**src/design/stgcd_pkg.sv**
```systemverilog
package stgcd_pkg;

    localparam int VAL_W = 31;
    localparam int IDX_W = 10;
    localparam int FUNC_W = 2;
    localparam int STAT_W = 2;

    localparam logic [FUNC_W-1:0] FUNC_LOAD  = 2'd0;
    localparam logic [FUNC_W-1:0] FUNC_QUERY = 2'd1;
    localparam logic [FUNC_W-1:0] FUNC_CLEAR = 2'd2;
    localparam logic [FUNC_W-1:0] FUNC_NONE  = 2'd3;

    localparam logic [STAT_W-1:0] ST_OK   = 2'd0;
    localparam logic [STAT_W-1:0] ST_BAD  = 2'd1;
    localparam logic [STAT_W-1:0] ST_FULL = 2'd2;

    typedef enum logic [1:0] {
        OP_LOAD,
        OP_QUERY,
        OP_CLEAR,
        OP_NONE
    } t_op;

    typedef struct packed {
        logic [FUNC_W-1:0] func;
        logic [VAL_W-1:0]  value;
        logic [IDX_W-1:0]  left_index;
        logic [IDX_W-1:0]  right_index;
    } t_in_word;

    typedef struct packed {
        logic [VAL_W-1:0]  gcd_result;
        logic [STAT_W-1:0] status;
    } t_out_word;

    // front queue head as seen by the back end
    typedef struct packed {
        logic     valid;
        t_op      op;
        t_in_word word;
    } t_fq;

endpackage

```
**src/design/stgcd_front.sv**
```systemverilog
module stgcd_front (
    input  logic                i_clk,
    input  logic                i_rst_n,
    input  logic                push,
    output logic                full,
    input  stgcd_pkg::t_in_word i_data,
    output stgcd_pkg::t_fq      o_fq,
    input  logic                i_take
);

    stgcd_pkg::t_op      r_op   [2];
    stgcd_pkg::t_in_word r_word [2];
    logic                r_wp;
    logic                r_rp;
    logic [1:0]          r_cnt;
    logic                wr;
    logic                rd;
    stgcd_pkg::t_op      op_dec;

    always_comb begin
        unique case (i_data.func)
            stgcd_pkg::FUNC_LOAD:  op_dec = stgcd_pkg::OP_LOAD;
            stgcd_pkg::FUNC_QUERY: op_dec = stgcd_pkg::OP_QUERY;
            stgcd_pkg::FUNC_CLEAR: op_dec = stgcd_pkg::OP_CLEAR;
            default:               op_dec = stgcd_pkg::OP_NONE;
        endcase
    end

    assign full = (r_cnt == 2'd2);
    assign wr   = push && !full;
    assign rd   = i_take && (r_cnt != 2'd0);

    assign o_fq.valid = (r_cnt != 2'd0);
    assign o_fq.op    = r_op[r_rp];
    assign o_fq.word  = r_word[r_rp];

    always_ff @(posedge i_clk) begin
        if (!i_rst_n) begin
            r_wp  <= 1'b0;
            r_rp  <= 1'b0;
            r_cnt <= '0;
        end else begin
            if (wr) begin
                r_wp <= !r_wp;
            end
            if (rd) begin
                r_rp <= !r_rp;
            end
            r_cnt <= r_cnt + {1'b0, wr} - {1'b0, rd};
        end
    end

    always_ff @(posedge i_clk) begin
        if (wr) begin
            r_op[r_wp]   <= op_dec;
            r_word[r_wp] <= i_data;
        end
    end

endmodule

```
**config.mk**
```make
export PLATFORM = sky130hd
export DESIGN_NAME = stgcd_front
export DESIGN_NICKNAME = d
export VERILOG_FILES = /design/src/design/stgcd_pkg.sv /design/src/design/stgcd_front.sv
export SDC_FILE = /design/constraint.sdc
export NUM_CORES = 1
export LEC_CHECK = 0
export ABC_CLOCK_PERIOD_IN_PS = 3400
export BUFFER_PORTS_ARGS = -buffer_cell sky130_fd_sc_hd__buf_2
export CAP_MARGIN = 10
export CELL_PAD_IN_SITES_DETAIL_PLACEMENT = 1
export CELL_PAD_IN_SITES_GLOBAL_PLACEMENT = 1
export CORE_ASPECT_RATIO = 1.25
export CORE_MARGIN = 1
export CORE_UTILIZATION = 40
export DETAILED_ROUTE_END_ITERATION = 8
export GPL_ROUTABILITY_DRIVEN = 0
export GPL_TIMING_DRIVEN = 1
export PLACE_DENSITY = 0.78
export SLEW_MARGIN = 15
export SYNTH_ARGS = -nofsm -noshare
export SYNTH_HDL_FRONTEND = slang
export SYNTH_SLANG_ARGS = --single-unit
```
**constraint.sdc**
```tcl
create_clock -name i_clk -period 3.4 [get_ports i_clk]
set_clock_uncertainty 0.1 [all_clocks]
set_input_delay 0.34 -clock i_clk [delete_from_list [all_inputs] [get_ports i_clk]]
set_output_delay 0.34 -clock i_clk [all_outputs]
set_load 0.1 [all_outputs]
```
==> metrics.md <==
| Metric | Value |
|---|---|
| Vias per cell | `4.64` |
| Global-route wire length before repair | `12.0 mm` |
| Worst EP arrival | `2.00 ns` |
| Worst skew pair latency | `0.39 ns` |
| Gates resized, CTS repair | `0` |
| Status | `finished clean` |
| Worst Path Required | `2.96 ns` |
| Post-CTS setup buffers | `0` |
| Global route overflow | `0` |
| Final Hold Viols | `0` |
| CTS Buf Count | `17` |
| Setup TNS | `0 ns` |
| WS Path Type | `register to output port` |
| Post-route ant nets | `0` |
| WHS Endpoint | `r_word[0][50]` |
| Die Y | `120 um` |
| Max Slew Vio Count | `0` |
| Post-Place Worst Slack | `1.17 ns` |
| Area share of the largest cell type after synthesis | `74.0%` |
| Core area | `0.0107 mm^2` |
| Most common cell after layout, fill and taps aside | `buf_2` |
| Max-Cap Viols | `0` |
| Layout cells sized above 1 | `58.1%` |
| Routed WL | `7.92 mm` |
| Cell count after synthesis | `200` |
| Full die area | `0.0116 mm^2` |
| Final setup fails | `0` |
| HPWL after detailed placement | `5.43 mm` |
| Min Tclk post-route | `2.44 ns` |
| Netlist Area Pre-Place | `0.00447 mm^2` |
| Slew headroom | `43.1%` |
| Row cnt | `42` |
| Clock Tree Buf Depth | `2` |
| Worst Tran Pin Value | `0.852 ns` |
| Synth top area cells | `edfxtp_1 74%, mux2_4 17%, buf_12 2.2%` |
| Port Buffers | `113` |
| CTS root buf | `clkbuf_16` |
| Area Overhead vs Synth | `26.3%` |
| Crit-path max FO | `33` |
| Clock-pin slew on the worst setup and hold paths | `0.05 ns` |
| Synth Area per Inst | `22.3 um^2` |
| Period Utilization, post-route | `71.9%` |
| Syn nets | `259` |
| R2R Path Start | `r_cnt[0]` |
| Initial Util | `41.7%` |
| FF-to-FF End | `r_word[0][40]` |
| Worst reg2reg setup slack | `1.21 ns` |
| Fill cell count | `1025` |
| Worst Setup Slack, final | `0.955 ns` |
| Hold crit path type | `input pin to register` |
| Hold Crit Depth | `1` |
| Nets | `388` |
| Worst setup SP type | `register` |
| Largest net degree at the start of global routing | `34` |
| Sequential area share after synthesis | `76.2%` |
| # diodes | `0` |
| Post-synth cell types | `20` |
| Most frequent cells in the layout | `113 x buf_2, 110 x edfxtp_1, 50 x mux2_4` |
| Detailed Routing Iterations Pass 1 | `3` |
| # IOs | `114` |
| Number of global-route vias before repair | `2377` |
| Cts hold-fix bufs | `0` |
| Die width | `96.5 um` |
| Yosys warns | `0` |
| Clock Sinks | `115` |
| GRT Util Overall | `14.8%` |
| Total number of vias | `2186` |
| CP endpoint kind | `output port` |
| Hold_sp | `i_data[50]` |
| F_max | `0.409 GHz` |
| DRC viols | `0` |
| DRT iter0 DRCs | `79` |
| Largest area contributor in the netlist | `edfxtp_1` |
| RSZ-0062 raised after global routing | `no` |
| CTS tree | `yes` |
| H-tree Lvls | `4` |
| Synthesized flop and latch total | `115` |
| Wirelength per Cell | `16.8 um` |
| Reg2reg path depth | `4` |
| Antenna violations before repair | `0` |
-- cells by family (layout without fill, tap and decap cells) --
family / Yosys count / in the layout / share of synthesized area [%]
simple gates: 13 / 13 / 1.46
buf+inv: 11 / 150 / 2.91
xor+xnor: 2 / 2 / 0.392
fa+ha+maj: 2 / 2 / 0.560
flops: 115 / 115 / 76.2
mux: 56 / 56 / 18.3
compound gates: 1 / 1 / 0.168
-- routing by layer --
layer,global-route usage [%],up-vias,routed length [um]
met5,0,-,0
met4,6.99,0,138
met3,5.51,11,367
met2,26.2,70,4500
met1,15.0,1075,2920
li1,-,1030,-
-- Yosys cell counts (all sizes together) --
cell type  number
edfxtp        110
mux2           55
buf             6
dfxtp           5
nor2            4
inv             3
and2            2
clkbuf          2
ha              2
nand2           2
nand2b          2
and3            1
mux2i           1
nor3            1
o21a            1
or2             1
xnor2           1
xor2            1
-- how the worst max path moves through the flow --
stage	start	end	slack, ns	depth (start not counted)
global route	register	o_fq[52]	0.85	3
global placement	r_cnt[0]	r_word[0][35]	1.26	4
finish	register	o_fq[52]	0.96	3
floorplan	r_cnt[0]	r_op[0][0]	0.86	3
CTS	register	o_fq[52]	0.90	3
detailed placement	r_cnt[0]	r_word[0][35]	1.17	4
-- critical path, cell delays in order (launching register included) --
cell and delay (ns):
dfxtp_4 0.62, buf_12 0.32, mux2_2 0.37, buf_2 0.29
-- state kept, by name, summed over array words and instances (netlist names), named ones only --
name    cells
r_cnt       2
r_op        4
r_rp        1
r_word    106
r_wp        1
-- per-stage QoR --
| step | hold WS, ns | util, % | instances | area (um^2) |
|---|---|---|---|---|
| after floorplan | 0.339 | - | 200 | 4470 |
| after global placement | 0.393 | 47.9 | 442 | 5140 |
| after detailed placement | 0.407 | 47.9 | 442 | 5140 |
| after CTS | 0.00798 | 52.6 | 471 | 5640 |
| after global routing | 0.00552 | 52.6 | 471 | 5640 |
| final | 0.0302 | 52.6 | 471 | 5640 |
-- final cells by class --
type	instances	area, um^2	area share [%]
Clock inverter	11	72.6	1.29
Clock buffer	18	429	7.61
Sequential cell	115	3410	60.4
Multi-Input combinational cell	74	941	16.7
Timing Repair Buffer	118	616	10.9
Tap cell	132	165	2.93
Inverter	3	11.3	0.200
Power is not shown: default switching activity piles up to over one toggle a cycle in this logic, so the estimate is an artifact.
